### src/hdl/ifrq_pkg.sv
// ----------------------------------------------------------------------------
// ifrq_pkg
// Shared types and constants of the interest filtered ready queue.
// ----------------------------------------------------------------------------
package ifrq_pkg;

   localparam int FUNC_W      = 2;
   localparam int CHAN_W      = 8;
   localparam int OCC_W       = 9;
   localparam int REQ_TDATA_W = 16;
   localparam int RSP_TDATA_W = 24;

   typedef enum logic [FUNC_W-1:0] {
      FUNC_EVENT      = 2'd0,
      FUNC_REGISTER   = 2'd1,
      FUNC_UNREGISTER = 2'd2,
      FUNC_DEQUEUE    = 2'd3
   } func_type;

   typedef enum logic {
      ST_IDLE = 1'b0,
      ST_EXEC = 1'b1
   } state_type;

   // per-channel flags, as held in the flag memory
   typedef struct packed {
      logic queued;
      logic interested;
      logic signalled;
   } flags_type;

endpackage

### src/hdl/ifrq_flag_mem.sv
// ----------------------------------------------------------------------------
// ifrq_flag_mem
// Per-channel flag memory: one read and one write port, registered read,
// and a clearing pass over every entry after reset.
// ----------------------------------------------------------------------------
module ifrq_flag_mem #(
   parameter int NUM_CHANNELS = 256
) (
   input  logic                               clock,
   input  logic                               reset,
   input  logic                               rd_en,
   input  logic [$clog2(NUM_CHANNELS)-1:0]    rd_addr,
   output ifrq_pkg::flags_type                rd_data,
   input  logic                               wr_en,
   input  logic [$clog2(NUM_CHANNELS)-1:0]    wr_addr,
   input  ifrq_pkg::flags_type                wr_data,
   output logic                               clear_done
);
   import ifrq_pkg::*;

   localparam int AW = $clog2(NUM_CHANNELS);

   flags_type         flag_mem [NUM_CHANNELS];
   flags_type         flag_rd_ff;
   logic              clr_busy_ff, clr_busy_in;
   logic [AW-1:0]     clr_ptr_ff, clr_ptr_in;

   always_comb begin
      clr_busy_in = clr_busy_ff;
      clr_ptr_in  = clr_ptr_ff;
      if (clr_busy_ff) begin
         if (clr_ptr_ff == AW'(NUM_CHANNELS - 1)) begin
            clr_busy_in = 1'b0;
         end else begin
            clr_ptr_in = clr_ptr_ff + 1'b1;
         end
      end
   end

   always_ff @(posedge clock) begin
      if (reset) begin
         clr_busy_ff <= 1'b1;
         clr_ptr_ff  <= '0;
      end else begin
         clr_busy_ff <= clr_busy_in;
         clr_ptr_ff  <= clr_ptr_in;
      end
   end

   always_ff @(posedge clock) begin
      if (clr_busy_ff) begin
         flag_mem[clr_ptr_ff] <= '0;
      end else if (wr_en) begin
         flag_mem[wr_addr] <= wr_data;
      end
      if (rd_en) begin
         flag_rd_ff <= flag_mem[rd_addr];
      end
   end

   assign rd_data    = flag_rd_ff;
   assign clear_done = !clr_busy_ff;

endmodule

### src/hdl/interest_filtered_ready_queue_unit.sv
// ----------------------------------------------------------------------------
// interest_filtered_ready_queue_unit
// Ready queue of channel numbers filtered by per-channel interest flags.
// ----------------------------------------------------------------------------
// One word is taken at a time. On acceptance the channel's flags and the ring
// slot at the head are read from their memories; in the execute state the
// flags are modified and written back, the ring is appended or popped and the
// result register is loaded. The next word is taken while that result waits
// at the output; a result not taken by the time the next one is ready holds
// the block. After reset the flag memory is cleared one entry a cycle, so no
// word is taken until every entry has been cleared.
module interest_filtered_ready_queue_unit #(
   parameter int NUM_CHANNELS = 256,
   parameter int RING_DEPTH   = 256
) (
   input  logic                                   clock,
   input  logic                                   reset,
   input  logic                                   req_tvalid,
   output logic                                   req_tready,
   // [1:0] func, [9:2] channel, rest zero
   input  logic [ifrq_pkg::REQ_TDATA_W-1:0]       req_tdata,
   output logic                                   rsp_tvalid,
   input  logic                                   rsp_tready,
   // [7:0] ready_channel, [8] got_channel, [9] was_empty, [10] was_queued,
   // [11] overflow, [20:12] occupancy, rest zero
   output logic [ifrq_pkg::RSP_TDATA_W-1:0]       rsp_tdata
);
   import ifrq_pkg::*;

   localparam int AW   = $clog2(NUM_CHANNELS);
   localparam int RAW  = $clog2(RING_DEPTH);
   localparam int CNTW = $clog2(RING_DEPTH + 1);

   state_type          state_ff, state_in;
   func_type           func_ff, func_in;
   logic [CHAN_W-1:0]  chan_ff, chan_in;
   logic [RAW-1:0]     head_ff, head_in;
   logic [RAW-1:0]     tail_ff, tail_in;
   logic [CNTW-1:0]    count_ff, count_in;
   logic               rsp_valid_ff, rsp_valid_in;
   logic [RSP_TDATA_W-1:0] rsp_data_ff, rsp_data_in;

   logic [CHAN_W-1:0]  ring_mem [RING_DEPTH];
   logic [CHAN_W-1:0]  ring_rd_ff;

   logic               accept;
   logic               exec_go;
   logic               clear_done;
   flags_type          flags_rd;
   logic               flag_we;
   logic [AW-1:0]      flag_waddr;
   flags_type          flag_wdata;
   logic               ch_ok, pop_ok, full, app_req, do_append, do_pop;
   logic               got, empty, ovf;
   logic [CHAN_W-1:0]  ready_chan;

   assign accept  = req_tvalid && req_tready;
   assign func_in = func_type'(req_tdata[FUNC_W-1:0]);
   assign chan_in = req_tdata[FUNC_W +: CHAN_W];

   // ---- state machine ------------------------------------------------------
   always_comb begin
      state_in = state_ff;
      unique case (state_ff)
         ST_IDLE: if (accept)  state_in = ST_EXEC;
         ST_EXEC: if (exec_go) state_in = ST_IDLE;
         default:              state_in = ST_IDLE;
      endcase
   end

   always_comb begin
      req_tready = 1'b0;
      exec_go    = 1'b0;
      unique case (state_ff)
         ST_IDLE: req_tready = clear_done;
         ST_EXEC: exec_go    = !rsp_valid_ff || rsp_tready;
         default: ;
      endcase
   end

   // ---- flag memory --------------------------------------------------------
   ifrq_flag_mem #(
      .NUM_CHANNELS (NUM_CHANNELS)
   ) u_flag_mem (
      .clock      (clock),
      .reset      (reset),
      .rd_en      (accept),
      .rd_addr    (AW'(chan_in)),
      .rd_data    (flags_rd),
      .wr_en      (flag_we && exec_go),
      .wr_addr    (flag_waddr),
      .wr_data    (flag_wdata),
      .clear_done (clear_done)
   );

   // ---- read-modify-write of one item --------------------------------------
   assign ch_ok  = 32'(chan_ff) < 32'(NUM_CHANNELS);
   assign pop_ok = 32'(ring_rd_ff) < 32'(NUM_CHANNELS);
   assign full   = count_ff == CNTW'(RING_DEPTH);

   always_comb begin
      flag_we    = 1'b0;
      flag_waddr = AW'(chan_ff);
      flag_wdata = flags_rd;
      app_req    = 1'b0;
      do_pop     = 1'b0;
      empty      = 1'b0;
      unique case (func_ff)
         FUNC_EVENT: begin
            if (ch_ok && flags_rd.interested && !flags_rd.queued) begin
               flag_we              = 1'b1;
               flag_wdata.signalled = 1'b1;
               flag_wdata.queued    = !full;
               app_req              = 1'b1;
            end
         end
         FUNC_REGISTER: begin
            if (ch_ok && !flags_rd.interested) begin
               flag_we               = 1'b1;
               flag_wdata.interested = 1'b1;
               if (flags_rd.signalled && !flags_rd.queued) begin
                  app_req           = 1'b1;
                  flag_wdata.queued = !full;
               end
            end
         end
         FUNC_UNREGISTER: begin
            if (ch_ok) begin
               flag_we               = 1'b1;
               flag_wdata.interested = 1'b0;
            end
         end
         FUNC_DEQUEUE: begin
            if (count_ff == '0) begin
               empty = 1'b1;
            end else begin
               do_pop     = 1'b1;
               flag_we    = pop_ok;
               flag_waddr = AW'(ring_rd_ff);
               flag_wdata = '0;
            end
         end
         default: ;
      endcase
   end

   assign do_append  = app_req && !full;
   assign ovf        = app_req && full;
   assign got        = do_pop;
   assign ready_chan = do_pop ? ring_rd_ff : '0;

   // ---- ring pointers and count --------------------------------------------
   always_comb begin
      head_in  = head_ff;
      tail_in  = tail_ff;
      count_in = count_ff;
      if (do_pop) begin
         head_in  = (head_ff == RAW'(RING_DEPTH - 1)) ? '0 : head_ff + 1'b1;
         count_in = count_ff - 1'b1;
      end
      if (do_append) begin
         tail_in  = (tail_ff == RAW'(RING_DEPTH - 1)) ? '0 : tail_ff + 1'b1;
         count_in = count_ff + 1'b1;
      end
   end

   always_ff @(posedge clock) begin
      if (exec_go && do_append) begin
         ring_mem[tail_ff] <= chan_ff;
      end
      if (accept) begin
         ring_rd_ff <= ring_mem[head_ff];
      end
   end

   // ---- result register ----------------------------------------------------
   always_comb begin
      rsp_data_in = rsp_data_ff;
      if (exec_go) begin
         rsp_data_in = RSP_TDATA_W'({OCC_W'(count_in), ovf, do_append, empty, got,
                                     ready_chan});
      end
      if (exec_go) begin
         rsp_valid_in = 1'b1;
      end else if (rsp_tready) begin
         rsp_valid_in = 1'b0;
      end else begin
         rsp_valid_in = rsp_valid_ff;
      end
   end

   always_ff @(posedge clock) begin
      if (reset) begin
         state_ff     <= ST_IDLE;
         head_ff      <= '0;
         tail_ff      <= '0;
         count_ff     <= '0;
         rsp_valid_ff <= 1'b0;
      end else begin
         state_ff     <= state_in;
         rsp_valid_ff <= rsp_valid_in;
         if (exec_go) begin
            head_ff  <= head_in;
            tail_ff  <= tail_in;
            count_ff <= count_in;
         end
      end
   end

   always_ff @(posedge clock) begin
      rsp_data_ff <= rsp_data_in;
      if (accept) begin
         func_ff <= func_in;
         chan_ff <= chan_in;
      end
   end

   assign rsp_tvalid = rsp_valid_ff;
   assign rsp_tdata  = rsp_data_ff;

   // ---- assertions ---------------------------------------------------------
   a_count_bound: assert property (@(posedge clock) disable iff (reset)
      count_ff <= CNTW'(RING_DEPTH))
      else $error("ring count beyond depth");

   a_ptr_meet: assert property (@(posedge clock) disable iff (reset)
      (count_ff == '0 || count_ff == CNTW'(RING_DEPTH)) |-> head_ff == tail_ff)
      else $error("ring pointers disagree with count");

   a_got_excl: assert property (@(posedge clock) disable iff (reset)
      rsp_valid_ff && rsp_data_ff[8] |-> !rsp_data_ff[9] && !rsp_data_ff[10]
                                         && !rsp_data_ff[11])
      else $error("dequeue result carries append or empty flags");

   a_rsp_from_exec: assert property (@(posedge clock) disable iff (reset)
      $rose(rsp_valid_ff) |-> $past(state_ff == ST_EXEC))
      else $error("result raised outside execute");

endmodule
### config.mk
export PLATFORM = sky130hd
export DESIGN_NAME = interest_filtered_ready_queue_unit
export DESIGN_NICKNAME = d
export VERILOG_FILES = /design/src/hdl/ifrq_pkg.sv /design/src/hdl/ifrq_flag_mem.sv /design/src/hdl/interest_filtered_ready_queue_unit.sv
export SDC_FILE = /design/constraint.sdc
export NUM_CORES = 2
export LEC_CHECK = 0
export ABC_CLOCK_PERIOD_IN_PS = 25000
export BUFFER_PORTS_ARGS = -buffer_cell sky130_fd_sc_hd__buf_2
export CAP_MARGIN = 20
export CORE_ASPECT_RATIO = 0.8
export CORE_MARGIN = 5
export CORE_UTILIZATION = 28
export DETAILED_ROUTE_END_ITERATION = 16
export HOLD_SLACK_MARGIN = 0.05
export PLACE_DENSITY = 0.47
export SLEW_MARGIN = 10
export SYNTH_ARGS = -nofsm -noshare
export SYNTH_HDL_FRONTEND = slang
export SYNTH_SLANG_ARGS = --single-unit
### constraint.sdc
create_clock -name clock -period 25 [get_ports clock]
set_input_delay 3.75 -clock clock [delete_from_list [all_inputs] [get_ports clock]]
set_output_delay 3.75 -clock clock [all_outputs]
set_load 0.005 [all_outputs]
==> impl_metrics.csv <==
group,metric,value,unit
global_route,grt_max_degree,198,
hold_path,min_path_cells,2,
placement,io_buffers,36,
setup_path,rr_endpoint,"ring_rd_ff[3]$_DFFE_PP_",
floorplan,dieArea,0.420,mm2
setup_path,crit_type,"in2reg",
global_route,track_usage,0.154,
layout,fin_util,0.322,
power,power_density,75.5,mW/mm2
setup_path,crit_top_cell,"buf_4",
timing,relSlewSlack,0.118,
clock_network,cts_tree,"built",
layout,fin_nets,5888,
clock_network,cts_buffer_depth,4,
floorplan,num_io_pins,46,
hold_path,min-delay-start,"state_ff$_SDFF_PP0_",
logic_synthesis,synthCells,5753,
hold_path,whs_endpoint,"rsp_tvalid$_SDFFE_PP0P_",
layout,area_growth,14.6,%
global_route,overflow,0,
logic_synthesis,synth.largest_area_cell,"edfxtp_1",
logic_synthesis,yosysMostFrequentCell,"edfxtp_1",
clock_network,post_cts_buffers,0,
logic_synthesis,synth_top_area_share,0.752,
global_route,antenna_found_initial,21,
logic_synthesis,netlist_top_cells_area,"edfxtp_1, mux4_2, mux2i_1, nor2_1, nor3_1",
detailed_routing,routed_via_density,5.11,
clock_network,h-tree-depth,5,
setup_path,reg2reg_depth,10,
setup_path,worstPathRequired,25.64,ns
clock_network,cts_root_buf,"clkbuf_16",
floorplan,die_y,581,um
setup_path,regToRegStartpoint,"head_ff[1]$_SDFFE_PP0P_",
global_route,grt_pass1_vias,58524,
logic_synthesis,syn_area,0.114,mm2
setup_path,crit_buf_inv,3,
detailed_routing,first_pass_iters,5,
power,clkPwrFrac,0.457,
setup_path,slowest_delay,0.74,ns
clock_network,cts_hold_buf,0,
logic_synthesis,synth.yosys.seq_area_share,0.758,
logic_synthesis,postSynthAreaPerCell,19.8,um2
timing,fmax,144,MHz
logic_synthesis,yosysWarnings,0,
power,power_frac_comb,0.011,
power,internal_power,7.88,mW
timing,final.min_clock_period,6.94,ns
setup_path,crit_chain,"buf_8 > buf_4 > buf_4 > mux4_2 > a22o_1 > a221oi_1 > a2111oi_0 > nand3_1 > o311ai_0",
timing,hold_viol_final,0,
setup_path,ff2ff_setup_slack,18.48,ns
power,p_sw,1.99,mW
timing,period_share,0.278,
logic_synthesis,synth-seq-cells,2894,
detailed_routing,vias,58644,
clock_network,path_clk_slew,0.06,ns
power,swShare,0.202,
logic_synthesis,synth_cell_types,88,
detailed_routing,drcViolationCount,0,
run_status,status,"finished, final reports clean",
hold_path,min_path_type,"reg2reg",
logic_synthesis,synth_edf_count,2858,
clock_network,numCtsBuffers,304,
setup_path,cpMaxStageDelayCell,"buf_4",
detailed_routing,ant_nets,0,
setup_path,arrival,7.58,ns
power,seq_power_share,0.532,
floorplan,fp.dieW,724,um
timing,setup-violations-final,0,
clock_network,clock-sinks,2894,
timing,whs,0.526,ns
timing,worstMarginPinSlew,1.32,ns
detailed_routing,drt_iter0_markers,6562,
timing,slew_violations,0,
setup_path,worstPathMaxFanout,56,
global_route,grt_pass1_wl,466000,um
setup_path,critPathTopFamily,"buffers and inverters",
clock_network,cts-resized-gates,0,
power,ir_worst_vdd,0.0501,mV
placement,place_area,0.121,mm2
logic_synthesis,async_flop_share,0,
clock_network,insertion_delay,0.93,ns
floorplan,start_util,0.281,
power,power_leakage,38.2,nW
floorplan,coreArea,0.406,mm2
layout,final_layout_size_suffix_gt1_frac,0.224,
logic_synthesis,synth_flop_cell,"edfxtp_1",
layout,fin_area,0.131,mm2
placement,place.gp.congestion,0.802,
detailed_routing,finalWirelength,332000,um
setup_path,cp-start-kind,"input port",
placement,dp_hpwl,194000,um
logic_synthesis,synth_common_cells,"edfxtp_1, mux4_2, nor2_1",
timing,fin_worst_skew,0.0531,ns
timing,grt_setup_unrepaired,"no",
setup_path,cp-end-kind,"flip-flop",
floorplan,rows,209,
flow_run,drv_cap,0,
detailed_routing,post_drt_wl_per_cell,29.0,um
timing,tns,0,ns
## power by group through the flow
stage / clock [mW] / sequential [mW] / combinational (mW)
6_report: 4.51 / 5.25 / 0.106
5_1_grt: 4.82 / 5.25 / 0.112
4_1_cts: 4.61 / 5.25 / 0.107
3_5_place_dp: 0 / 5.35 / 0.107
3_3_place_gp: 0 / 5.35 / 0.107
2_1_floorplan: 0 / 5.35 / 0.0652
## sequential cells by signal (all words and copies together) (netlist names), 9 cells and up
| name | count |
|---|---|
| rsp_tdata | 21 |
| u_flag_mem.flag_mem | 768 |
| ring_mem | 2048 |
| count_ff | 9 |
## metrics by stage
stage          total power [mW]  std cells  setup slack, ns
2_1_floorplan              5.42       5755            11.83
4_1_cts                    9.97      11464            18.09
5_1_grt                    10.2      11471            17.85
3_5_place_dp               5.46      10924            17.05
6_report                   9.87      11474            18.06
3_3_place_gp               5.46      10924            17.05
## cells in the final DEF, fill, tap and decap left out, types with 14 or more instances in the layout
master and count:
a31oi_1 14, mux4_2 629, clkbuf_1 58, a221oi_1 57
o221ai_1 41, and2_1 17, a22o_1 25, nand2_1 113
o22ai_1 56, bufinv_16 29, nand3_1 44, inv_1 22
clkbuf_16 309, edfxtp_1 2858, a211oi_1 33, buf_12 16
o21ai_0 63, a21oi_1 119, mux2i_1 221, nand2b_1 18
nor3_1 212, xnor2_1 18, a22oi_1 84, nor2b_1 14
buf_4 117, nor2_1 397, mux2_2 29, clkinv_1 51
dfxtp_1 30, clkinv_2 53, inv_6 14, buf_2 35
## how the worst max path moves through the flow
stage,from,endpoint,cells past startpoint
after floorplan,rsp_tready,u_flag_mem.flag_mem[0][0]$_DFFE_PP_,5
after global placement,req_tdata[2],u_flag_mem.rd_data[2]$_DFFE_PP_,9
after detailed placement,req_tdata[2],u_flag_mem.rd_data[2]$_DFFE_PP_,9
after CTS,req_tdata[2],u_flag_mem.rd_data[2]$_DFFE_PP_,9
after global routing,req_tdata[2],u_flag_mem.rd_data[2]$_DFFE_PP_,9
final,req_tdata[2],u_flag_mem.rd_data[2]$_DFFE_PP_,9
## area by class of cell
cell class	count	area (um2)
Tap cell	5380	6730
Clock inverter	166	1680
Inverter	27	105
Fill cell	38423	275000
Multi-Input combinational cell	2454	26100
Timing Repair Buffer	174	1500
Clock buffer	374	8050
Antenna cell	5	12.5
Sequential cell	2894	86600
## worst reg2reg max path, cell delays in order, from the launching register on
cell and delay [ns]:
dfxtp_4 0.63, buf_12 0.44, buf_4 0.71, buf_4 0.83, buf_4 0.69, mux4_2 0.43
a22o_1 0.27, a221oi_1 0.72, o221ai_1 0.24, a21oi_1 0.75, o32ai_1 0.46
## layer usage
layer	vias up	track usage	wire length, um	part of all wire
li1	24186	-	-	-
met3	443	0.0282	24500	0.074
met5	-	0	0	0
met4	0	0.0382	8110	0.024
met2	2284	0.226	146000	0.44
met1	31731	0.234	154000	0.46
## cell families (layout without fill, tap and decap cells)
kind of cell	count (synthesis)	after routing	share of synthesized area
flops	2894	2894	0.758
simple gates	927	927	0.0377
mux	882	882	0.147
compound gates	602	602	0.0380
buf+inv	407	741	0.0156
xor+xnor	27	27	0.00207
fa+ha+maj	13	13	0.00143
other cells	1	8	0.0000329
(Power assumes the default switching activity.)
